===== src/hw/rtl/biq_pkg.sv =====
// Shared constants and types for the biquad low-pass filter.
// No dependencies.
`default_nettype none

package biq_pkg;

  localparam int SAMPLE_W_DEF = 16;
  localparam int COEF_W_DEF   = 20;
  localparam int DELAY_W_DEF  = 40;
  localparam int GAIN_W       = 28;

  // fixed-point fraction bits
  localparam int COEF_FRAC  = 16;
  localparam int DELAY_FRAC = 8;
  localparam int PRIME_SH   = DELAY_FRAC;
  localparam int W_SH       = COEF_FRAC;
  localparam int Y_SH       = COEF_FRAC + DELAY_FRAC;

  localparam int          CFG_IDX_W  = 3;
  localparam logic [2:0]  REG_BYPASS = 3'd0;
  localparam logic [2:0]  REG_B0     = 3'd1;
  localparam logic [2:0]  REG_B1     = 3'd2;
  localparam logic [2:0]  REG_B2     = 3'd3;
  localparam logic [2:0]  REG_A1     = 3'd4;
  localparam logic [2:0]  REG_A2     = 3'd5;
  localparam logic [2:0]  REG_GAIN   = 3'd6;

  localparam logic [GAIN_W-1:0] GAIN_RESET = GAIN_W'(65536);

  // product waiting to be accumulated
  typedef struct packed {
    logic vld;
    logic sub;
    logic hi;
  } biq_pend_t;

endpackage

`default_nettype wire


===== src/hw/rtl/biquad_lowpass_filter.sv =====
// Direct Form II biquad low-pass filter over one shared multiplier.
// Depends on biq_pkg.
//
// channel  direction  handshake                 payload
// in_      input      in_valid / in_ready       in_sample_in
// out_     output     out_valid / out_ready     out_filtered_out
// cfg_     input      cfg_wen                   cfg_idx, cfg_wdata
//
// Bypass: one item per cycle while the output is free. Filter: primes on
// the first item after reset. Each of the five products per item is split
// into two half-width partial products through the one registered
// multiplier. Reset is synchronous (rst_n low) and clears no memory. A
// result waits in the output register while out_ready is low; a filter
// item may be taken meanwhile and stalls before its result.
`default_nettype none

module biquad_lowpass_filter
  import biq_pkg::*;
#(
  parameter int SAMPLE_WIDTH = SAMPLE_W_DEF,
  parameter int COEF_WIDTH   = COEF_W_DEF,
  parameter int DELAY_WIDTH  = DELAY_W_DEF,
  localparam int CFG_DW      = (COEF_WIDTH > GAIN_W) ? COEF_WIDTH : GAIN_W
) (
  input  wire logic                           clk,
  input  wire logic                           rst_n,
  input  wire logic                           in_valid,
  output      logic                           in_ready,
  input  wire logic signed [SAMPLE_WIDTH-1:0] in_sample_in,
  output      logic                           out_valid,
  input  wire logic                           out_ready,
  output      logic signed [SAMPLE_WIDTH-1:0] out_filtered_out,
  input  wire logic                           cfg_wen,
  input  wire logic [CFG_IDX_W-1:0]           cfg_idx,
  input  wire logic [CFG_DW-1:0]              cfg_wdata
);

  localparam int AW    = (DELAY_WIDTH > SAMPLE_WIDTH) ? DELAY_WIDTH : SAMPLE_WIDTH;
  localparam int H     = (AW + 1) / 2;
  localparam int BW    = (COEF_WIDTH > GAIN_W + 1) ? COEF_WIDTH : GAIN_W + 1;
  localparam int PW    = H + 1 + BW;
  localparam int T1    = AW + BW;
  localparam int T2    = SAMPLE_WIDTH + Y_SH;
  localparam int ACC_W = ((T1 > T2) ? T1 : T2) + 2;

  localparam logic [ACC_W-1:0] ONE = {{(ACC_W-1){1'b0}}, 1'b1};
  localparam logic signed [ACC_W-1:0] HALF_P = signed'(ONE << (PRIME_SH - 1));
  localparam logic signed [ACC_W-1:0] HALF_W = signed'(ONE << (W_SH - 1));
  localparam logic signed [ACC_W-1:0] HALF_Y = signed'(ONE << (Y_SH - 1));
  localparam logic signed [ACC_W-1:0] D_MAX  = signed'((ONE << (DELAY_WIDTH-1)) - ONE);
  localparam logic signed [ACC_W-1:0] D_MIN  = ~D_MAX;
  localparam logic signed [ACC_W-1:0] S_MAX  = signed'((ONE << (SAMPLE_WIDTH-1)) - ONE);
  localparam logic signed [ACC_W-1:0] S_MIN  = ~S_MAX;

  typedef enum logic [2:0] {
    S_IDLE, S_PRIME, S_PSAT, S_FB, S_WSAT, S_FF, S_YSAT
  } state_t;

  state_t                          state_r;
  logic [2:0]                      op_r;
  biq_pend_t                       pend_r;
  logic                            primed_r;
  logic                            bypass_r;
  logic signed [COEF_WIDTH-1:0]    b0_r, b1_r, b2_r, a1_r, a2_r;
  logic [GAIN_W-1:0]               gain_r;
  logic signed [SAMPLE_WIDTH-1:0]  samp_r;
  logic signed [DELAY_WIDTH-1:0]   d1_r, d2_r, w0_r;
  logic signed [ACC_W-1:0]         acc_r;
  logic signed [PW-1:0]            prod_r;
  logic                            out_valid_r;
  logic signed [SAMPLE_WIDTH-1:0]  out_data_r;

  logic                            out_free;
  logic signed [AW-1:0]            a_full;
  logic signed [BW-1:0]            mul_b;
  logic signed [H:0]               mul_a;
  logic signed [PW-1:0]            mul_p;
  logic signed [ACC_W-1:0]         addend;
  logic signed [ACC_W-1:0]         acc_sum;
  logic signed [ACC_W-1:0]         rnd_p, rnd_w, rnd_y;
  logic signed [DELAY_WIDTH-1:0]   sat_p, sat_w;
  logic signed [SAMPLE_WIDTH-1:0]  sat_y;

  assign out_free         = !out_valid_r || out_ready;
  assign in_ready         = (state_r == S_IDLE) && (!bypass_r || out_free);
  assign out_valid        = out_valid_r;
  assign out_filtered_out = out_data_r;
  assign mul_p            = mul_a * mul_b;

  // operand select
  always_comb begin
    a_full = AW'(samp_r);
    mul_b  = BW'(signed'({1'b0, gain_r}));
    case (state_r)
      S_FB: begin
        a_full = op_r[1] ? AW'(d2_r) : AW'(d1_r);
        mul_b  = op_r[1] ? BW'(a2_r) : BW'(a1_r);
      end
      S_FF: begin
        case (op_r[2:1])
          2'd0: begin
            a_full = AW'(w0_r);
            mul_b  = BW'(b0_r);
          end
          2'd1: begin
            a_full = AW'(d1_r);
            mul_b  = BW'(b1_r);
          end
          default: begin
            a_full = AW'(d2_r);
            mul_b  = BW'(b2_r);
          end
        endcase
      end
      default: ;
    endcase
    if (op_r[0]) begin
      mul_a = (H+1)'(signed'(a_full[AW-1:H]));
    end else begin
      mul_a = signed'({1'b0, a_full[H-1:0]});
    end
  end

  // accumulate, round, saturate
  always_comb begin
    addend = ACC_W'(prod_r);
    if (pend_r.hi) begin
      addend = addend <<< H;
    end
    if (pend_r.sub) begin
      addend = -addend;
    end
    acc_sum = pend_r.vld ? (acc_r + addend) : acc_r;

    rnd_p = (acc_r + HALF_P) >>> PRIME_SH;
    rnd_w = (acc_r + HALF_W) >>> W_SH;
    rnd_y = (acc_r + HALF_Y) >>> Y_SH;

    if (rnd_p > D_MAX)      sat_p = DELAY_WIDTH'(D_MAX);
    else if (rnd_p < D_MIN) sat_p = DELAY_WIDTH'(D_MIN);
    else                    sat_p = DELAY_WIDTH'(rnd_p);

    if (rnd_w > D_MAX)      sat_w = DELAY_WIDTH'(D_MAX);
    else if (rnd_w < D_MIN) sat_w = DELAY_WIDTH'(D_MIN);
    else                    sat_w = DELAY_WIDTH'(rnd_w);

    if (rnd_y > S_MAX)      sat_y = SAMPLE_WIDTH'(S_MAX);
    else if (rnd_y < S_MIN) sat_y = SAMPLE_WIDTH'(S_MIN);
    else                    sat_y = SAMPLE_WIDTH'(rnd_y);
  end

  always_ff @(posedge clk) begin
    if (!rst_n) begin
      state_r     <= S_IDLE;
      op_r        <= '0;
      pend_r      <= '0;
      primed_r    <= 1'b0;
      bypass_r    <= 1'b1;
      b0_r        <= '0;
      b1_r        <= '0;
      b2_r        <= '0;
      a1_r        <= '0;
      a2_r        <= '0;
      gain_r      <= GAIN_RESET;
      d1_r        <= '0;
      d2_r        <= '0;
      out_valid_r <= 1'b0;
    end else begin
      if (cfg_wen) begin
        case (cfg_idx)
          REG_BYPASS: bypass_r <= cfg_wdata[0];
          REG_B0:     b0_r     <= signed'(cfg_wdata[COEF_WIDTH-1:0]);
          REG_B1:     b1_r     <= signed'(cfg_wdata[COEF_WIDTH-1:0]);
          REG_B2:     b2_r     <= signed'(cfg_wdata[COEF_WIDTH-1:0]);
          REG_A1:     a1_r     <= signed'(cfg_wdata[COEF_WIDTH-1:0]);
          REG_A2:     a2_r     <= signed'(cfg_wdata[COEF_WIDTH-1:0]);
          REG_GAIN:   gain_r   <= cfg_wdata[GAIN_W-1:0];
          default: ;
        endcase
      end

      if (out_valid_r && out_ready) begin
        out_valid_r <= 1'b0;
      end

      prod_r     <= mul_p;
      pend_r.vld <= 1'b0;
      pend_r.sub <= (state_r == S_FB);
      pend_r.hi  <= op_r[0];
      acc_r      <= acc_sum;

      case (state_r)
        S_IDLE: begin
          op_r <= '0;
          if (in_valid && in_ready) begin
            samp_r <= in_sample_in;
            if (bypass_r) begin
              out_data_r  <= in_sample_in;
              out_valid_r <= 1'b1;
            end else if (primed_r) begin
              acc_r   <= ACC_W'(in_sample_in) <<< Y_SH;
              state_r <= S_FB;
            end else begin
              acc_r   <= '0;
              state_r <= S_PRIME;
            end
          end
        end
        S_PRIME: begin
          pend_r.vld <= 1'b1;
          op_r       <= op_r + 3'd1;
          if (op_r == 3'd1) begin
            state_r <= S_PSAT;
          end
        end
        S_PSAT: begin
          op_r <= '0;
          if (!pend_r.vld) begin
            d1_r     <= sat_p;
            d2_r     <= sat_p;
            primed_r <= 1'b1;
            acc_r    <= ACC_W'(samp_r) <<< Y_SH;
            state_r  <= S_FB;
          end
        end
        S_FB: begin
          pend_r.vld <= 1'b1;
          op_r       <= op_r + 3'd1;
          if (op_r == 3'd3) begin
            state_r <= S_WSAT;
          end
        end
        S_WSAT: begin
          op_r <= '0;
          if (!pend_r.vld) begin
            w0_r    <= sat_w;
            acc_r   <= '0;
            state_r <= S_FF;
          end
        end
        S_FF: begin
          pend_r.vld <= 1'b1;
          op_r       <= op_r + 3'd1;
          if (op_r == 3'd5) begin
            state_r <= S_YSAT;
          end
        end
        S_YSAT: begin
          op_r <= '0;
          if (!pend_r.vld && out_free) begin
            out_data_r  <= sat_y;
            out_valid_r <= 1'b1;
            d2_r        <= d1_r;
            d1_r        <= w0_r;
            state_r     <= S_IDLE;
          end
        end
        default: state_r <= S_IDLE;
      endcase
    end
  end

endmodule

`default_nettype wire


===== config.mk =====
export PLATFORM = sky130hd
export DESIGN_NAME = biquad_lowpass_filter
export DESIGN_NICKNAME = d
export VERILOG_FILES = /design/src/hw/rtl/biq_pkg.sv /design/src/hw/rtl/biquad_lowpass_filter.sv
export SDC_FILE = /design/constraint.sdc
export NUM_CORES = 2
export LEC_CHECK = 0
export BUFFER_PORTS_ARGS = -buffer_cell sky130_fd_sc_hd__buf_2
export CAP_MARGIN = 20
export CORE_AREA = 2 2 353 495
export CTS_CLUSTER_SIZE = 24
export DETAILED_ROUTE_END_ITERATION = 8
export DIE_AREA = 0 0 355 497
export GPL_TIMING_DRIVEN = 0
export PLACE_DENSITY = 0.49
export SKIP_CTS_REPAIR_TIMING = 1
export SLEW_MARGIN = 25
export SYNTH_ARGS = -nofsm -noshare
export SYNTH_HDL_FRONTEND = slang
export SYNTH_SLANG_ARGS = --single-unit

===== constraint.sdc =====
create_clock -name clk -period 8.86 [get_ports clk]
set_clock_uncertainty 0.15 [all_clocks]
set_input_delay 0.443 -clock clk [delete_from_list [all_inputs] [get_ports clk]]
set_output_delay 0.443 -clock clk [all_outputs]
set_load 0.05 [all_outputs]

Word-level counts from Yosys, hierarchy flattened
Cells that the tools add are included.
{ "classes": {"mul": 1, "n_reduce_logical": 30, "muxes": 47, "n_eq_ne": 25, "addsub": 6, "bitwise_logic": 1, "n_lt_le_gt_ge": 6} }
{ "ops": {"columns": ["operator", "count"], "rows": [
  ["$mux W71", 7],
  ["$pmux W40 S2", 4],
  ["$mux W40", 7],
  ["$pmux W71 S3", 1],
  ["$pmux W29 S2", 2],
  ["$mux W16", 5],
  ["$add A71 B17 Y71 const B", 1],
  ["$add A71 B25 Y71 const B", 1],
  ["$add A71 B71 Y71", 1],
  ["$add A71 B9 Y71 const B", 1],
  ["$neg A70 Y71", 1],
  ["$mux W69", 1],
  ["$gt A63 B40 Y1 const B", 1],
  ["$lt A63 B40 Y1 const B", 1],
  ["$gt A55 B40 Y1 const B", 1],
  ["$lt A55 B40 Y1 const B", 1],
  ["$mul A21 B29 Y50", 1],
  ["$gt A47 B16 Y1 const B", 1],
  ["$lt A47 B16 Y1 const B", 1],
  ["$pmux W16 S2", 1],
  ["$mux W29", 1],
  ["$mux W3", 8],
  ["$eq A3 B3 Y1 const B", 7],
  ["$mux W21", 1],
  ["24 further kinds", 59]
]} }
{ "totals": {"reg_bits": 413, "output_inout_bits": 18} }

Logic depth before layout (Yosys ltp)
{ "depth": {"depth_word": 8, "mapped_depth": 37} }

Worst setup path before layout
OpenSTA, ideal clock, no wires.
{ "synth_path": {"path_type": "register -> register", "start": "register op_r[1]", "end": "register prod_r[49], data pin", "arrival_time_ps": 9329, "slack_ps": -879, "setup_ps": 260, "path_stages_with_launch": 34, "t_required_ps": 8450, "path_cell_list": "dfxtp_1 clkbuf_1 buf_1 clkbuf_1 buf_2 buf_2 mux2i_1 o221ai_1 clkbuf_1 nand2_1 fa_1 inv_1 fa_1 inv_1 fa_1 inv_1 fa_1 fa_1 fa_1 inv_1 fa_1 inv_1 ha_1 nand2_1 or3_1 a21o_1 a2111oi_0 o21ai_0 nand2_1 a41oi_1 a211o_1 o31ai_1 a31oi_1 xnor2_1"} }
{ "synth_between": {"elab_chain_len": 5} }
{ "synth_rtl": {"columns": ["element", "line_no", "text"], "rows": [
  ["from (decl)", "biquad_lowpass_filter.sv:60", "logic [2:0] op_r;"],
  ["from (signal assigned)", "biquad_lowpass_filter.sv:211", "op_r <= op_r + 3'd1;"],
  ["from (signal assigned)", "biquad_lowpass_filter.sv:228", "op_r <= op_r + 3'd1;"],
  ["from (signal assigned)", "biquad_lowpass_filter.sv:243", "op_r <= op_r + 3'd1;"],
  ["$eq A2 B1 Y1 or $logic_not A2 Y1 (tied branches)", "biquad_lowpass_filter.sv:100", "case (op_r[2:1])"],
  ["$pmux W40 S2", "biquad_lowpass_filter.sv:100", null],
  ["$pmux W40 S2", "biquad_lowpass_filter.sv:94", "case (state_r)"],
  ["$mux W21", "biquad_lowpass_filter.sv:117", "if (op_r[0]) begin"],
  ["$mul A21 B29 Y50 (*)", "biquad_lowpass_filter.sv:88", "assign mul_p = mul_a * mul_b;"],
  ["named net mul_p[49]", "biquad_lowpass_filter.sv:77", "logic signed [PW-1:0] mul_p;"],
  ["to (signal assigned)", "biquad_lowpass_filter.sv:186", "prod_r <= mul_p;"],
  ["to (decl)", "biquad_lowpass_filter.sv:69", "logic signed [PW-1:0] prod_r;"]
]} }
The timed path passes the listed nets; every way through them passes the cells marked *.
A chain may end at the register's enable or synchronous reset.

Worst setup path after layout
Same ends and word-level chain as after synthesis.

==> metrics.cfg <==
[power_and_ir_drop]
power_density_mw_per_mm2 = 116
leakage_uw = 0.0254
vdd_drop_max_mv = 0.128
report.power.total_uw = 7080

[yosys]
syn_area_mm2 = 0.0513
synth_cell_types = 101
synth_ff_type = dfxtp_1
syn_inst = 6205
ys_ff_latch = 413
syn_avg_cell_area_um2 = 8.27
async_reset_ff_share_pct = 0
ys_seq_area_share_pct = 19.9
synth-edff-count = 193
syn-num-nets = 7073
ys_warn_count = 0

[worst_setup_path]
crit-reg2reg-capture = prod_r[49]
cp.arrival_ns = 9.39
cp_top_family = adder cells
required_ns = 9.05
cp_num_cells = 34
path_buf_inv = 11
worstSetupEndpoint = prod_r[49]
rrSetupSlack_ns = -0.35
worstReg2RegStart = op_r[1]
cp-end-kind = flop
reg2regPathDepth = 34
crit_type = flop to flop
crit_path_frequent_cell = fa_1
critPathLaunch = op_r[1]
cp_slowest_cell = fa_2
start_kind = flop
path_max_fanout = 7
crit_path_max_incr_delay_ns = 0.66

[final_layout]
drive_gt1_share_pct = 12.8
stdcell_area_mm2 = 0.0609
fillers = 18139
multi_input_area_mm2 = 0.0380
area_delta_synth_final_pct = 18.6
layout.nets = 7402
finalNonFillerCells = 8852
mostFrequentLayoutCell = nand2_1
regArea_mm2 = 0.0102
mostFrequentLayoutCells = nand2_1 (1,000), inv_1 (798), fa_1 (592)

[global_route]
grt_pass1_wl_mm = 320
gr-usage-met1_pct = 26.7
overflow = 0
antenna_found_initial = 10
grt_busiest_layer = met2
track_usage_pct = 24.6
grt_pass1_vias = 47009
grt_max_degree = 65
met3_usage_pct = 3.07
gr-usage-met2_pct = 43.8

[die]
die_h_um = 497
ios = 70
row_count = 180
core_mm2 = 0.172
die_area_mm2 = 0.176
start_util_pct = 29.9
die_width_um = 355

[route]
first_pass_iters = 6
drc = 0
antenna_left = 0
drt_wl_total_mm = 225
vias = 47001
wl_per_cell_um = 25.4
first_iter_violations = 3283
viasPerCell = 5.31

[status]
violations = negative hold slack, negative setup slack
status = complete, but fails checks

[timing]
slew_violations = 0
worstMarginPinSlew_ns = 1.18
hold_viol_final = 1
slew_headroom_pct = 21.6
max_freq_mhz = 109
post-route-period-util_pct = 104
holdWs_ns = -0.00129
rsz0062_at_grt = true
layout_setup_ws_ns = -0.345
finalSetupViolations = 8
fin_crit_ns = 9.21

[placement]
hpwl_mm = 182
gp_congestion = 1.01
portBuffers = 69
place_inst = 8557
placedInstanceArea_mm2 = 0.0547

[clocking]
cts_root_buffer = clkbuf_16
cts.sinks = 413
clockBufferDepth = 3
clock_latency_ns = 0.66
htree_levels = 2
cts_tree = built
path_clk_slew_ns = 0.06
numCtsBuffers = 50

[job]
cap_violations = 0

[hold_path]
hold_start = cfg_wdata[15]
min_path_cells = 3
hold_path.class = input pin to flop

-- through the flow --
step / setup slack, ns / utilization (%) / TNS [ns]
final: -0.345 / 35.5 / -1.30
after global placement: -3.18 / 31.8 / -139.01
after CTS: -3.25 / 32.8 / -75.61
after global routing: -0.530 / 35.5 / -3.36
after detailed placement: -3.20 / 31.9 / -74.15
after floorplan: 0.00295 / - / 0
-- state kept, by name (all words and copies together), names as in the netlist, 28 cells and up --
register and flops:
d1_r 40, d2_r 40, acc_r 71, prod_r 50, gain_r 28, w0_r 40
-- power breakdown --
part / total (uW) / switching (uW) / internal, uW
registers: 2320 / 200 / 2120
logic: 2570 / 1630 / 939
clock network: 2180 / 922 / 1260
-- layer usage --
layer / up-vias / wire [um]
met1: 23431 / 79800
met3: 700 / 11600
met4: 4 / 20300
li1: 21066 / -
met2: 1800 / 113000
met5: - / 21
-- worst min path at each step --
stage               slack (ns)         end
detailed placement        0.31     b0_r[5]
global placement          0.30     b0_r[5]
global route            0.0007     b1_r[3]
floorplan                 0.29    b0_r[19]
CTS                      -0.13  gain_r[23]
finish                  -0.001    b2_r[15]
-- tightest hold or removal path, stage by stage --
cell      delay (ns)
buf_2           0.15
nand2_1         0.07
a21boi_0        0.07
-- final cells by class --
| type | count | share of cell area [%] |
|---|---|---|
| tap | 2275 | 4.67 |
| buffer | 388 | 4.53 |
| clock buffer | 72 | 2.38 |
| sequential | 413 | 16.8 |
| antenna | 5 | 0.0205 |
| multi-input combinational | 4582 | 62.4 |
| inverter | 821 | 5.09 |
| timing repair buffer | 278 | 3.76 |
| clock inverter | 18 | 0.374 |
-- synth_stat cells (16+ instances only) --
library cell     n  area [um2]
a211oi_1        19         143
a21boi_0       133         998
a21o_1          73         548
a21oi_1        276        1380
a22oi_1         23         173
a31oi_1         80         500
and2_1          34         213
and3_1          30         188
buf_1           35         131
buf_2           30         150
buf_4           16         120
clkbuf_1       300        1130
dfxtp_1        220        4400
edfxtp_1       193        5800
fa_1           612       12300
ha_1           204        2550
inv_1          819        3070
mux2i_1        169        1690
nand2_1       1023        3840
nand2b_1        59         369
nand3_1         77         385
nand4_1         51         319
nor2_1         489        1840
nor2b_1         66         413
nor3_1          97         485
nor4_1          36         225
o2111ai_1       16         140
o211ai_1        25         188
o21a_1          28         210
o21ai_0        281        1410
o21bai_1        18         135
o221ai_1        40         350
or2_2           18         113
or3_1           28         175
xnor2_1        182        1590
xor2_1         133        1160
-- cell families (layout without fill, tap and decap cells) --
family | count (synthesis) | count (layout) | synth area share (%)
buf+inv | 1210 | 1577 | 9.12
flops | 413 | 413 | 19.9
compound gates | 1181 | 1181 | 15.0
simple gates | 2097 | 2097 | 18.4
other cells | 0 | 5 | 0
fa+ha+maj | 816 | 816 | 28.8
mux | 173 | 173 | 3.38
xor+xnor | 315 | 315 | 5.37
(Power assumes the default switching activity.)
